--- src/rtl/qs_pkg.sv ---
// Package for the quicksort block: field widths, counter limits and the
// command/status structs between controller and datapath. No dependencies.
package qs_pkg;

   localparam int CAPACITY_DEFAULT = 32;
   localparam int VALUE_W          = 32;
   localparam int CMP_W            = 16;
   localparam int MOV_W            = 12;

   localparam logic [CMP_W-1:0] CMP_MAX = {CMP_W{1'b1}};
   localparam logic [MOV_W-1:0] MOV_MAX = {MOV_W{1'b1}};

   typedef struct packed {
      logic load_wr;
      logic sort_init;
      logic pop;
      logic pop_take;
      logic piv_take;
      logic rd_j;
      logic rd_k;
      logic i_inc;
      logic j_dec;
      logic cmp_bump;
      logic take_a;
      logic take_b;
      logic wr_swap_i;
      logic wr_swap_j;
      logic mov_bump;
      logic fin_wr_low;
      logic fin_wr_j;
      logic push_r;
      logic push_l;
      logic out_load;
      logic k_inc;
      logic clear;
   } cmd_type;

   typedef struct packed {
      logic sp_zero;
      logic i_le_j;
      logic i_le_hi;
      logic j_ge_lo;
      logic le_pivot;
      logic i_lt_j;
      logic lo_lt_j;
      logic push_r_ok;
      logic push_l_ok;
      logic final_out;
   } status_type;

endpackage

--- src/rtl/qs_chan_if.sv ---
// Handshake channels of the quicksort block: request and response.
// Depends on qs_pkg for field widths.
interface qs_req_if;
   logic                             valid;
   logic                             ready;
   logic signed [qs_pkg::VALUE_W-1:0] value;
   logic                             last;

   modport source (output valid, output value, output last, input ready);
   modport sink   (input valid, input value, input last, output ready);
endinterface

interface qs_rsp_if;
   logic                             valid;
   logic                             ready;
   logic signed [qs_pkg::VALUE_W-1:0] sorted_value;
   logic [qs_pkg::CMP_W-1:0]          compare_count;
   logic [qs_pkg::MOV_W-1:0]          move_count;
   logic                             final_res;

   modport source (output valid, output sorted_value, output compare_count,
                   output move_count, output final_res, input ready);
   modport sink   (input valid, input sorted_value, input compare_count,
                   input move_count, input final_res, output ready);
endinterface

--- src/rtl/qs_ram.sv ---
// Generic single-write, single-read RAM with registered read data.
// No dependencies.
module qs_ram #(
   parameter int WIDTH = 32,
   parameter int DEPTH = 32
) (
   input  logic                     clock,
   input  logic                     wr_en,
   input  logic [$clog2(DEPTH)-1:0] wr_addr,
   input  logic [WIDTH-1:0]         wr_data,
   input  logic [$clog2(DEPTH)-1:0] rd_addr,
   output logic [WIDTH-1:0]         rd_data
);
   logic [WIDTH-1:0] mem_ff [DEPTH];

   always_ff @(posedge clock) begin
      if (wr_en) begin
         mem_ff[wr_addr] <= wr_data;
      end
      rd_data <= mem_ff[rd_addr];
   end
endmodule

--- src/rtl/qs_dp.sv ---
// Datapath of the quicksort block: element store, range stack, scan indexes,
// counters and the response register. Depends on qs_pkg and qs_ram.
module qs_dp #(
   parameter int CAPACITY = qs_pkg::CAPACITY_DEFAULT
) (
   input  logic                              clock,
   input  logic                              reset,
   input  qs_pkg::cmd_type                   cmd,
   output qs_pkg::status_type                status,
   input  logic signed [qs_pkg::VALUE_W-1:0] req_value,
   output logic signed [qs_pkg::VALUE_W-1:0] rsp_sorted_value,
   output logic [qs_pkg::CMP_W-1:0]          rsp_compare_count,
   output logic [qs_pkg::MOV_W-1:0]          rsp_move_count,
   output logic                              rsp_final_res
);
   import qs_pkg::*;

   localparam int IW    = $clog2(CAPACITY);
   localparam int CW    = $clog2(CAPACITY + 1);
   localparam int PW    = IW + 2;
   localparam int DEPTH = CAPACITY + 2;
   localparam int SAW   = $clog2(DEPTH);
   localparam int SW    = $clog2(DEPTH + 1);

   logic [CW-1:0]          count_ff, count_in;
   logic [CW-1:0]          k_ff, k_in;
   logic [SW-1:0]          sp_ff, sp_in;
   logic [IW-1:0]          lo_ff, lo_in, hi_ff, hi_in;
   logic signed [PW-1:0]   i_ff, i_in, j_ff, j_in;
   logic signed [VALUE_W-1:0] pivot_ff, pivot_in, a_ff, a_in, b_ff, b_in;
   logic [CMP_W-1:0]       cmp_ff, cmp_in;
   logic [MOV_W-1:0]       mov_ff, mov_in;
   logic signed [VALUE_W-1:0] sorted_ff, sorted_in;
   logic                   final_ff, final_in;

   logic                   st_we;
   logic [IW-1:0]          st_waddr, st_raddr;
   logic signed [VALUE_W-1:0] st_wdata, st_rdata;
   logic                   sk_we;
   logic [SAW-1:0]         sk_waddr, sk_raddr;
   logic [2*IW-1:0]        sk_wdata, sk_rdata;

   logic signed [PW-1:0]   lo_s, hi_s, j_p1, j_m1;
   logic [SW-1:0]          sp_m1;

   assign lo_s  = signed'({{(PW-IW){1'b0}}, lo_ff});
   assign hi_s  = signed'({{(PW-IW){1'b0}}, hi_ff});
   assign j_p1  = j_ff + PW'(1);
   assign j_m1  = j_ff - PW'(1);
   assign sp_m1 = sp_ff - SW'(1);

   qs_ram #(.WIDTH(VALUE_W), .DEPTH(CAPACITY)) u_store (
      .clock   (clock),
      .wr_en   (st_we),
      .wr_addr (st_waddr),
      .wr_data (st_wdata),
      .rd_addr (st_raddr),
      .rd_data (st_rdata)
   );

   qs_ram #(.WIDTH(2*IW), .DEPTH(DEPTH)) u_stack (
      .clock   (clock),
      .wr_en   (sk_we),
      .wr_addr (sk_waddr),
      .wr_data (sk_wdata),
      .rd_addr (sk_raddr),
      .rd_data (sk_rdata)
   );

   always_comb begin
      st_we    = 1'b0;
      st_waddr = i_ff[IW-1:0];
      st_wdata = b_ff;
      if (cmd.load_wr && (count_ff < CW'(CAPACITY))) begin
         st_we    = 1'b1;
         st_waddr = count_ff[IW-1:0];
         st_wdata = req_value;
      end else if (cmd.wr_swap_i) begin
         st_we    = 1'b1;
      end else if (cmd.wr_swap_j) begin
         st_we    = 1'b1;
         st_waddr = j_ff[IW-1:0];
         st_wdata = a_ff;
      end else if (cmd.fin_wr_low) begin
         st_we    = 1'b1;
         st_waddr = lo_ff;
         st_wdata = st_rdata;
      end else if (cmd.fin_wr_j) begin
         st_we    = 1'b1;
         st_waddr = j_ff[IW-1:0];
         st_wdata = pivot_ff;
      end

      if (cmd.pop_take) begin
         st_raddr = sk_rdata[2*IW-1:IW];
      end else if (cmd.rd_j) begin
         st_raddr = j_ff[IW-1:0];
      end else if (cmd.rd_k) begin
         st_raddr = k_ff[IW-1:0];
      end else begin
         st_raddr = i_ff[IW-1:0];
      end

      sk_raddr = sp_m1[SAW-1:0];
      sk_waddr = sp_ff[SAW-1:0];
      sk_we    = 1'b0;
      sk_wdata = {j_p1[IW-1:0], hi_ff};
      if (cmd.sort_init) begin
         sk_we    = 1'b1;
         sk_waddr = '0;
         sk_wdata = {{IW{1'b0}}, IW'(count_ff - CW'(1))};
      end else if (cmd.push_r) begin
         sk_we    = 1'b1;
      end else if (cmd.push_l) begin
         sk_we    = 1'b1;
         sk_wdata = {lo_ff, j_m1[IW-1:0]};
      end
   end

   always_comb begin
      count_in  = count_ff;
      k_in      = k_ff;
      sp_in     = sp_ff;
      lo_in     = lo_ff;
      hi_in     = hi_ff;
      i_in      = i_ff;
      j_in      = j_ff;
      pivot_in  = pivot_ff;
      a_in      = a_ff;
      b_in      = b_ff;
      cmp_in    = cmp_ff;
      mov_in    = mov_ff;
      sorted_in = sorted_ff;
      final_in  = final_ff;

      if (cmd.load_wr && (count_ff < CW'(CAPACITY))) begin
         count_in = count_ff + CW'(1);
      end
      if (cmd.sort_init) begin
         cmp_in = '0;
         mov_in = '0;
         sp_in  = SW'(1);
      end
      if (cmd.pop) begin
         sp_in = sp_m1;
      end
      if (cmd.pop_take) begin
         lo_in = sk_rdata[2*IW-1:IW];
         hi_in = sk_rdata[IW-1:0];
      end
      if (cmd.piv_take) begin
         pivot_in = st_rdata;
         i_in     = lo_s + PW'(1);
         j_in     = hi_s;
      end
      if (cmd.i_inc) begin
         i_in = i_ff + PW'(1);
      end
      if (cmd.j_dec) begin
         j_in = j_m1;
      end
      if (cmd.cmp_bump && (cmp_ff != CMP_MAX)) begin
         cmp_in = cmp_ff + CMP_W'(1);
      end
      if (cmd.mov_bump && (mov_ff != MOV_MAX)) begin
         mov_in = mov_ff + MOV_W'(1);
      end
      if (cmd.take_a) begin
         a_in = st_rdata;
      end
      if (cmd.take_b) begin
         b_in = st_rdata;
      end
      if (cmd.push_r || cmd.push_l) begin
         sp_in = sp_ff + SW'(1);
      end
      if (cmd.out_load) begin
         sorted_in = st_rdata;
         final_in  = (k_ff + CW'(1)) == count_ff;
      end
      if (cmd.k_inc) begin
         k_in = k_ff + CW'(1);
      end
      if (cmd.clear) begin
         count_in = '0;
         sp_in    = '0;
         k_in     = '0;
      end
   end

   always_ff @(posedge clock) begin
      if (reset) begin
         count_ff <= '0;
         k_ff     <= '0;
         sp_ff    <= '0;
         cmp_ff   <= '0;
         mov_ff   <= '0;
      end else begin
         count_ff <= count_in;
         k_ff     <= k_in;
         sp_ff    <= sp_in;
         cmp_ff   <= cmp_in;
         mov_ff   <= mov_in;
      end
      lo_ff     <= lo_in;
      hi_ff     <= hi_in;
      i_ff      <= i_in;
      j_ff      <= j_in;
      pivot_ff  <= pivot_in;
      a_ff      <= a_in;
      b_ff      <= b_in;
      sorted_ff <= sorted_in;
      final_ff  <= final_in;
   end

   always_comb begin
      status.sp_zero   = (sp_ff == '0);
      status.i_le_j    = (i_ff <= j_ff);
      status.i_le_hi   = (i_ff <= hi_s);
      status.j_ge_lo   = (j_ff >= lo_s);
      status.le_pivot  = (st_rdata <= pivot_ff);
      status.i_lt_j    = (i_ff < j_ff);
      status.lo_lt_j   = (lo_s < j_ff);
      status.push_r_ok = (j_p1 <= hi_s) && (sp_ff < SW'(DEPTH));
      status.push_l_ok = (lo_s <= j_m1) && (sp_ff < SW'(DEPTH));
      status.final_out = final_ff;
   end

   assign rsp_sorted_value  = sorted_ff;
   assign rsp_compare_count = cmp_ff;
   assign rsp_move_count    = mov_ff;
   assign rsp_final_res     = final_ff;
endmodule

--- src/rtl/qs_ctrl.sv ---
// Controller of the quicksort block: load, partition sequencing and output.
// Depends on qs_pkg for the command and status structs.
module qs_ctrl (
   input  logic               clock,
   input  logic               reset,
   input  logic               req_valid,
   input  logic               req_last,
   output logic               req_ready,
   output logic               rsp_valid,
   input  logic               rsp_ready,
   input  qs_pkg::status_type status,
   output qs_pkg::cmd_type    cmd
);
   import qs_pkg::*;

   localparam logic [4:0] S_LOAD   = 5'd0;
   localparam logic [4:0] S_INIT   = 5'd1;
   localparam logic [4:0] S_POP    = 5'd2;
   localparam logic [4:0] S_POP_W  = 5'd3;
   localparam logic [4:0] S_PIV_W  = 5'd4;
   localparam logic [4:0] S_LOOP   = 5'd5;
   localparam logic [4:0] S_LSCAN  = 5'd6;
   localparam logic [4:0] S_LCMP   = 5'd7;
   localparam logic [4:0] S_RSCAN  = 5'd8;
   localparam logic [4:0] S_RCMP   = 5'd9;
   localparam logic [4:0] S_SWAP   = 5'd10;
   localparam logic [4:0] S_SWAP2  = 5'd11;
   localparam logic [4:0] S_FINAL  = 5'd12;
   localparam logic [4:0] S_FIN_W  = 5'd13;
   localparam logic [4:0] S_FIN2   = 5'd14;
   localparam logic [4:0] S_PUSH_R = 5'd15;
   localparam logic [4:0] S_PUSH_L = 5'd16;
   localparam logic [4:0] S_OUT_RD = 5'd17;
   localparam logic [4:0] S_OUT_W  = 5'd18;
   localparam logic [4:0] S_OUT    = 5'd19;

   logic [4:0] state_ff, state_in;

   assign req_ready = (state_ff == S_LOAD);
   assign rsp_valid = (state_ff == S_OUT);

   always_comb begin
      state_in = state_ff;
      cmd      = '0;
      unique case (state_ff)
         S_LOAD: begin
            if (req_valid) begin
               cmd.load_wr = 1'b1;
               if (req_last) begin
                  state_in = S_INIT;
               end
            end
         end
         S_INIT: begin
            cmd.sort_init = 1'b1;
            state_in      = S_POP;
         end
         S_POP: begin
            if (status.sp_zero) begin
               state_in = S_OUT_RD;
            end else begin
               cmd.pop  = 1'b1;
               state_in = S_POP_W;
            end
         end
         S_POP_W: begin
            cmd.pop_take = 1'b1;
            state_in     = S_PIV_W;
         end
         S_PIV_W: begin
            cmd.piv_take = 1'b1;
            state_in     = S_LOOP;
         end
         S_LOOP: begin
            state_in = status.i_le_j ? S_LSCAN : S_FINAL;
         end
         S_LSCAN: begin
            if (status.i_le_hi) begin
               state_in = S_LCMP;
            end else begin
               cmd.cmp_bump = 1'b1;
               state_in     = S_RSCAN;
            end
         end
         S_LCMP: begin
            cmd.cmp_bump = 1'b1;
            if (status.le_pivot) begin
               cmd.i_inc = 1'b1;
               state_in  = S_LSCAN;
            end else begin
               cmd.take_a = 1'b1;
               state_in   = S_RSCAN;
            end
         end
         S_RSCAN: begin
            if (status.j_ge_lo) begin
               cmd.rd_j = 1'b1;
               state_in = S_RCMP;
            end else begin
               cmd.cmp_bump = 1'b1;
               state_in     = S_SWAP;
            end
         end
         S_RCMP: begin
            cmd.cmp_bump = 1'b1;
            if (!status.le_pivot) begin
               cmd.j_dec = 1'b1;
               state_in  = S_RSCAN;
            end else begin
               cmd.take_b = 1'b1;
               state_in   = S_SWAP;
            end
         end
         S_SWAP: begin
            if (status.i_lt_j) begin
               cmd.wr_swap_i = 1'b1;
               state_in      = S_SWAP2;
            end else begin
               state_in = S_LOOP;
            end
         end
         S_SWAP2: begin
            cmd.wr_swap_j = 1'b1;
            cmd.mov_bump  = 1'b1;
            state_in      = S_LOOP;
         end
         S_FINAL: begin
            if (status.lo_lt_j) begin
               cmd.rd_j = 1'b1;
               state_in = S_FIN_W;
            end else begin
               state_in = S_PUSH_R;
            end
         end
         S_FIN_W: begin
            cmd.fin_wr_low = 1'b1;
            state_in       = S_FIN2;
         end
         S_FIN2: begin
            cmd.fin_wr_j = 1'b1;
            cmd.mov_bump = 1'b1;
            state_in     = S_PUSH_R;
         end
         S_PUSH_R: begin
            cmd.push_r = status.push_r_ok;
            state_in   = S_PUSH_L;
         end
         S_PUSH_L: begin
            cmd.push_l = status.push_l_ok;
            state_in   = S_POP;
         end
         S_OUT_RD: begin
            cmd.rd_k = 1'b1;
            state_in = S_OUT_W;
         end
         S_OUT_W: begin
            cmd.out_load = 1'b1;
            state_in     = S_OUT;
         end
         S_OUT: begin
            if (rsp_ready) begin
               if (status.final_out) begin
                  cmd.clear = 1'b1;
                  state_in  = S_LOAD;
               end else begin
                  cmd.k_inc = 1'b1;
                  state_in  = S_OUT_RD;
               end
            end
         end
         default: begin
            state_in = S_LOAD;
         end
      endcase
   end

   always_ff @(posedge clock) begin
      if (reset) begin
         state_ff <= S_LOAD;
      end else begin
         state_ff <= state_in;
      end
   end
endmodule

--- src/rtl/quicksort_with_op_counts.sv ---
// Top level of the quicksort block: request and response channels,
// controller and datapath. Depends on qs_pkg, qs_chan_if, qs_ctrl, qs_dp.
//
// Values arrive one per transaction into a store of CAPACITY entries;
// transactions beyond it are dropped. The transaction marked last starts an
// in-place quicksort (first element pivot, explicit range stack) that counts
// comparisons and swaps, both saturating. The sort is paced by the single
// read port of the element store. Results then leave in ascending order,
// one store read per result and held by any response stall, the last one
// flagged with final_res; no request is taken until the last is delivered.
module quicksort_with_op_counts #(
   parameter int CAPACITY = qs_pkg::CAPACITY_DEFAULT
) (
   input logic     clock,
   input logic     reset,
   qs_req_if.sink  req_ch,
   qs_rsp_if.source rsp_ch
);
   import qs_pkg::*;

   cmd_type    cmd;
   status_type status;

   qs_ctrl u_ctrl (
      .clock     (clock),
      .reset     (reset),
      .req_valid (req_ch.valid),
      .req_last  (req_ch.last),
      .req_ready (req_ch.ready),
      .rsp_valid (rsp_ch.valid),
      .rsp_ready (rsp_ch.ready),
      .status    (status),
      .cmd       (cmd)
   );

   qs_dp #(.CAPACITY(CAPACITY)) u_dp (
      .clock             (clock),
      .reset             (reset),
      .cmd               (cmd),
      .status            (status),
      .req_value         (req_ch.value),
      .rsp_sorted_value  (rsp_ch.sorted_value),
      .rsp_compare_count (rsp_ch.compare_count),
      .rsp_move_count    (rsp_ch.move_count),
      .rsp_final_res     (rsp_ch.final_res)
   );
endmodule

--- src/flat_wrapper.sv ---
// flat-port wrapper written by rule: the top's interface ports become plain ports
module quicksort_with_op_counts_flat import qs_pkg::*;
#(
   parameter int CAPACITY = qs_pkg::CAPACITY_DEFAULT
)
  (clock, reset, req_ch_valid, req_ch_value, req_ch_last, req_ch_ready, rsp_ch_valid, rsp_ch_sorted_value, rsp_ch_compare_count, rsp_ch_move_count, rsp_ch_final_res, rsp_ch_ready);
  qs_req_if req_ch_i ();
  qs_rsp_if rsp_ch_i ();
  input logic clock;
  input logic reset;
  input wire logic [$bits(req_ch_i.valid)-1:0] req_ch_valid;
  input wire logic [$bits(req_ch_i.value)-1:0] req_ch_value;
  input wire logic [$bits(req_ch_i.last)-1:0] req_ch_last;
  output wire logic [$bits(req_ch_i.ready)-1:0] req_ch_ready;
  output wire logic [$bits(rsp_ch_i.valid)-1:0] rsp_ch_valid;
  output wire logic [$bits(rsp_ch_i.sorted_value)-1:0] rsp_ch_sorted_value;
  output wire logic [$bits(rsp_ch_i.compare_count)-1:0] rsp_ch_compare_count;
  output wire logic [$bits(rsp_ch_i.move_count)-1:0] rsp_ch_move_count;
  output wire logic [$bits(rsp_ch_i.final_res)-1:0] rsp_ch_final_res;
  input wire logic [$bits(rsp_ch_i.ready)-1:0] rsp_ch_ready;
  assign req_ch_i.valid = req_ch_valid;
  assign req_ch_i.value = req_ch_value;
  assign req_ch_i.last = req_ch_last;
  assign req_ch_ready = req_ch_i.ready;
  assign rsp_ch_valid = rsp_ch_i.valid;
  assign rsp_ch_sorted_value = rsp_ch_i.sorted_value;
  assign rsp_ch_compare_count = rsp_ch_i.compare_count;
  assign rsp_ch_move_count = rsp_ch_i.move_count;
  assign rsp_ch_final_res = rsp_ch_i.final_res;
  assign rsp_ch_i.ready = rsp_ch_ready;
  quicksort_with_op_counts #(.CAPACITY(CAPACITY)) u_core (.clock(clock), .reset(reset), .req_ch(req_ch_i), .rsp_ch(rsp_ch_i));
endmodule
--- config.mk ---
export PLATFORM = sky130hd
export DESIGN_NAME = quicksort_with_op_counts_flat
export DESIGN_NICKNAME = d
export VERILOG_FILES = /design/src/rtl/qs_pkg.sv /design/src/rtl/qs_chan_if.sv /design/src/rtl/qs_ram.sv /design/src/rtl/qs_dp.sv /design/src/rtl/qs_ctrl.sv /design/src/rtl/quicksort_with_op_counts.sv /design/src/flat_wrapper.sv
export SDC_FILE = /design/constraint.sdc
export NUM_CORES = 2
export LEC_CHECK = 0
export BUFFER_PORTS_ARGS = -buffer_cell sky130_fd_sc_hd__buf_2
export CORE_MARGIN = 3
export CORE_UTILIZATION = 63
export DETAILED_ROUTE_END_ITERATION = 10
export PLACE_DENSITY = 0.81
export SYNTH_ARGS = -nofsm -noshare
export SYNTH_HDL_FRONTEND = slang
export SYNTH_HIERARCHICAL = 1
export SYNTH_SLANG_ARGS = --single-unit
--- constraint.sdc ---
create_clock -name clock -period 14.3 [get_ports clock]
set_clock_uncertainty 0.15 [all_clocks]
set_input_delay 4.29 -clock clock [delete_from_list [all_inputs] [get_ports clock]]
set_output_delay 4.29 -clock clock [all_outputs]
set_load 0.05 [all_outputs]
Word-level counts from Yosys, hierarchy flattened
Memory sizes are Yosys's and may differ from the RTL's. A register that Yosys moved wholly into a read port is not among the register bits.
Cells that the tools add are included.

cells by class
  $add $sub $neg = 11
  multiplexer cells = 86
  $lt $le $gt $ge = 10
  equal/unequal tests = 25
  reduce and logical (&&, ||, !) cells = 19

operators with widths
  operator                                            number
  2-to-1 mux 32 bit                                   5
  one-hot mux 5 bit (18 select lines)                 1
  2-to-1 mux 5 bit                                    13
  2-to-1 mux 1 bit                                    41
  == test 5 x 4 -> 1 bit (second input constant)      8
  less-or-equal comparator 32 bit                     1
  2-to-1 mux 16 bit                                   2
  2-to-1 mux 10 bit                                   3
  2-to-1 mux 7 bit                                    4
  2-to-1 mux 12 bit                                   2
  2-to-1 mux 6 bit                                    4
  == test 5 x 3 -> 1 bit (second input constant)      4
  == test 5 bit (second input constant)               4
  adder 6 x 1 -> 6 bit (second input constant)        3
  adder 16 x 1 -> 16 bit (second input constant)      1
  2-to-1 mux 4 bit                                    4
  inequality test 16 bit (second input constant)      1
  adder 7 x 2 -> 7 bit (second input constant)        2
  less-or-equal comparator 7 x 6 -> 1 bit             2
  adder 12 x 1 -> 12 bit (second input constant)      1
  less-than comparator 6 bit (second input constant)  2
  inequality test 12 bit (second input constant)      1
  == test 5 x 2 -> 1 bit (second input constant)      2
  2-to-1 mux 2 bit                                    5
  23 further kinds                                    35

word-level totals
  bits of input ports = 37
  memories = 2
  bits in registers = 204
  output and inout port bits = 63
  bits in writable memories = 1364
  word-level logic and storage cells = 168

memories
  memory                      depth  bits a word  rd ports  clocked after Yosys merged registers in  write ports  line          text
  u_core.u_dp.u_store.mem_ff  32     32           1         1                                        1            qs_ram.sv:14  logic [WIDTH-1:0] mem_ff [DEPTH];
  u_core.u_dp.u_stack.mem_ff  34     10           1         1                                        1            qs_ram.sv:14

Longest topological paths before layout
  depth after elaboration = 9
  gate-level depth with buffers = 21
  depth with buffers taken out = 17

Cells and area by module
The synthesis kept the hierarchy.

by module, submodules not included
  module                        area each (um2)  times used  seq. area each (um2)  cells an instance
  qs_ram (u_core.u_dp.u_store)  40485.1          1           31390.1               2260
  qs_ram (u_core.u_dp.u_stack)  13832.0          1           10410.0               754
  qs_dp                         10877.9          1           5515.3                1079
  qs_ctrl                       730.7            1           100.1                 113

Least setup slack after synthesis
Ideal clock, no wire load.

  kind = input -> register
  from = in req_ch_valid
  to = mem u_core.u_dp.u_store.mem_ff[10][0], enable pin
  path buffers = 2
  slack = 6449 ps
  arrival time = 7280 ps
  stages on the path = 8
  cell sequence = and2_1 -> nor2b_1 -> clkbuf_1 -> clkbuf_1 -> nand2_1 -> o21ai_0 -> or3b_2 -> nor2_1

on the way
  elaborated cells on any way between the ends = 7
  classes of those cells = 6 x mux; 1 x reduce/logical

RTL lines
  what                               line                text
  start, declared                    flat_wrapper.sv:11  input wire logic [$bits(req_ch_i.valid)-1:0] req_ch_valid;
  2-to-1 mux 1 bit                   qs_ctrl.sv:47       if (req_valid) begin
  2-to-1 mux 1 bit                   qs_ctrl.sv:45       unique case (state_ff)
  logical AND 1 bit                  qs_dp.sv:74         if (cmd.load_wr && (count_ff < CW'(CAPACITY))) begin
  2-to-1 mux 5 bit                   qs_dp.sv:74
  named net u_core.u_dp.st_waddr[3]  qs_dp.sv:37         logic [IW-1:0] st_waddr, st_raddr;
  end, declared                      qs_ram.sv:14

The timed path passes the listed nets, and every way through them passes these cells.

==> impl_metrics.py <==
metrics = {
    "power_and_ir_drop": {
        "swShare": 0.3333,
        "p_clk_frac": 0.277,
        "combPwrFrac": 0.274,
        "internal_power_mw": 9.332,
        "p_leak_nw": 25.99,
        "p_switching_mw": 4.665,
        "p_per_area_nw_per_um2": 192.1,
        "seqPwrFrac": 0.449,
        "max-vdd-ir-drop_uv": 185.2,
    },
    "place": {
        "place.gp.congestion": 0.8956,
        "pre_cts_ws_ps": 6300,
        "dpl.hpwl_um": 94760,
        "postPlaceCellArea_um2": 68050,
        "io_buffers": 99,
    },
    "sta": {
        "maxSlewHeadroom": 0.09120,
        "grt_setup_unrepaired": "false",
        "setup_viol": 0,
        "hold_slack_ps": 253.4,
        "fin_setup_tns_ps": 0,
        "period_needed_ps": 7367,
        "hold_violations": 0,
        "finalMaxSlewViolations": 0,
        "worst_slack_ps": 6933,
        "fin_crit_sh": 0.5152,
        "fmax_ghz": 0.1357,
        "tightestPinTransition_ps": 1363,
    },
    "die": {
        "fp.dieArea_um2": 108600,
        "die_w_um": 329.5,
        "rows": 118,
        "io_pins": 100,
        "start_util": 0.6361,
        "coreArea_um2": 103600,
        "die_y_um": 329.5,
    },
    "synth": {
        "yosys_warnings": 6,
        "ys_seq_area_frac": 0.7192,
        "synth_top_cell_by_area": "edfxtp_1",
        "syn_inst": 4206,
        "async_reset_ff_frac": 0,
        "yosysMostFrequentCell": "edfxtp_1",
        "synth.distinct_cells": 77,
        "syn_area_per_cell_um2": 15.67,
        "syn_nets": 4314,
        "netlist_top_cells_area": "edfxtp_1 69%, mux2i_1 11%, dfxtp_1 2.8%",
        "synth_commonest_cells": "1517 x edfxtp_1, 701 x mux2i_1, 226 x nor2_1, 220 x a21oi_1, 184 x nand2_1",
        "synth_top_area_frac": 0.6910,
        "ys.flop_type": "edfxtp_1",
        "synth-edff-count": 1517,
        "ys_ff_latch": 1610,
        "netlist_area_um2": 65930,
    },
    "global_route": {
        "grt_pass1_wl_um": 235500,
        "track_usage": 0.2916,
        "grt_antenna_before_repair": 2,
        "grt_overflow": 0,
        "grt_start_max_net_pins": 129,
        "grt_pass1_vias": 37390,
    },
    "cts": {
        "post_cts.repair.setup_buffers": 0,
        "holdBufCountCts": 0,
        "cts_tree": "built",
        "clock-sinks": 1610,
        "h-tree-depth": 4,
        "clockBufferDepth": 3,
        "path_clk_slew_ps": 60,
        "cts-root-buf": "clkbuf_16",
        "cts_buffers": 152,
        "worstSkewPairLatency_ps": 770,
        "ctsResizeCount": 0,
    },
    "final_layout": {
        "areaGrowthSynthToFinish_pct": 10.52,
        "nets": 4401,
        "seqCellArea_um2": 47420,
        "drive_gt1_frac": 0.1240,
        "fill_cells": 6300,
        "multi_input_area_um2": 17530,
        "design_area_um2": 72860,
    },
    "detailed_routing": {
        "avgViaCountPerCell": 6.658,
        "routed_wirelength_um": 159500,
        "wl_per_cell_um": 27.53,
        "num_vias": 38580,
        "drt_iter0_drc": 5268,
        "ant_nets": 0,
        "drc": 0,
        "drtPass1Iterations": 6,
    },
    "worst_hold_path": {
        "min_path_type": "flop to flop",
    },
    "setup_path": {
        "worstSetupStartpointType": "primary input",
        "cpMaxStageDelayCell": "nor2_4",
        "cp-end-kind": "flop",
        "arrival_ps": 7580,
        "worstPathCellList": "buf_2, and2_1, nor2b_2, buf_4, a211oi_1, a21oi_1, nand3b_1, nor2_4",
        "crit_type": "primary input to flop",
        "cp_max_fo": 32,
        "crit_path_max_incr_delay_ps": 1330,
        "cp.required_ps": 14510,
    },
    "flow_run": {
        "drv_cap": 0,
    },
    "outcome": {
        "status": "completed",
    },
}
[final cells by class]
type                    count  share of cell area
inverters                  62            0.003297
diodes                      2          0.00006869
flip-flops and latches   1610              0.6508
clock buffers             212             0.05741
repair buffers            180             0.01566
well taps                1380             0.02370
multi-input cells        2287              0.2406
clock inverters            61            0.008483
[per-layer routing]
layer  vias up  track usage  wire length [um]
met1     19230       0.4242             62140
met3       304      0.06794             19640
met5         -            0                 0
li1      16560            -                 -
met4         0      0.09242              4527
met2      2485       0.4428             73230
[stage by stage]
stage | power [mW] | cells | util
final | 14.00 | 5794 | 0.7030
after global routing | 14.43 | 5792 | 0.7029
after CTS | 13.93 | 5792 | 0.7029
after detailed placement | 10.08 | 5519 | 0.6566
after global placement | 9.970 | 5519 | 0.6566
after floorplan | 8.669 | 4206 | -
[power by group through the flow]
stage / Combinational [mW] / Sequential [mW] / Clock [mW]
3_3_place_gp: 3.62 / 6.35 / 0
4_1_cts: 3.74 / 6.27 / 3.92
3_5_place_dp: 3.71 / 6.36 / 0
5_1_grt: 4.02 / 6.30 / 4.11
6_report: 3.84 / 6.28 / 3.88
2_1_floorplan: 2.40 / 6.27 / 0
[critical path: cells and delay by family]
family / cells / cell delay [ps]
and+or+nand+nor: 4 / 2420
AOI/OAI and AO/OA: 2 / 380
buffers and inverters: 2 / 430
[placed cells by master (no fill, tap or decap), types with 93 or more instances in the layout]
master     count
dfxtp_1       93
a21oi_1      192
clkbuf_16    155
mux2i_1      701
buf_2         99
nor2_1       185
nand2_1      183
nand3_1      137
a22oi_1      170
edfxtp_1    1517
[worst paths after layout]
check / startpoint / to / slack (ps) / depth (start not counted)
setup / recovery: req_ch_valid / u_core/u_dp/u_store/mem_ff[9][0]$_DFFE_PP_ / 6930 / 8
hold / removal: u_core/u_dp/u_stack/rd_data[3]$_DFF_P_ / u_core/u_dp/hi_ff[3]$_DFFE_PP_ / 250 / 0
setup reg to reg: u_core/u_dp/j_ff[1]$_DFFE_PP_ / u_core/u_dp/u_store/mem_ff[9][0]$_DFFE_PP_ / 7370 / 16
hold reg to reg: u_core/u_dp/u_stack/rd_data[3]$_DFF_P_ / u_core/u_dp/hi_ff[3]$_DFFE_PP_ / 250 / 0
[state kept, by name, indices dropped and copies added, names as in the netlist, 6 cells and up]
| signal | cells |
|---|---|
| u_core/u_dp/u_store/mem_ff | 1024 |
| u_core/u_dp/u_stack/rd_data | 10 |
| u_core/u_dp/b_ff | 32 |
| u_core/u_dp/sp_ff | 6 |
| u_core/u_dp/k_ff | 6 |
| u_core/u_dp/count_ff | 6 |
| u_core/u_dp/i_ff | 7 |
| u_core/u_dp/pivot_ff | 32 |
| u_core/u_dp/rsp_move_count | 12 |
| u_core/u_dp/j_ff | 7 |
| u_core/u_dp/a_ff | 32 |
| u_core/u_dp/rsp_sorted_value | 32 |
| u_core/u_dp/u_stack/mem_ff | 340 |
| u_core/u_dp/rsp_compare_count | 16 |
| u_core/u_dp/u_store/rd_data | 32 |
[logic make-up (layout without fill, tap and decap cells)]
group           Yosys count  count (layout)  synth area share
compound gates          712             712           0.07559
xor+xnor                 40              40          0.005314
fa+ha+maj                71              71           0.01348
buf+inv                 309             515           0.02450
flops                  1610            1610            0.7192
mux                     714             714            0.1087
other cells               0               2                 0
simple gates            750             750           0.05324
Power figures use the tool's default switching activity.
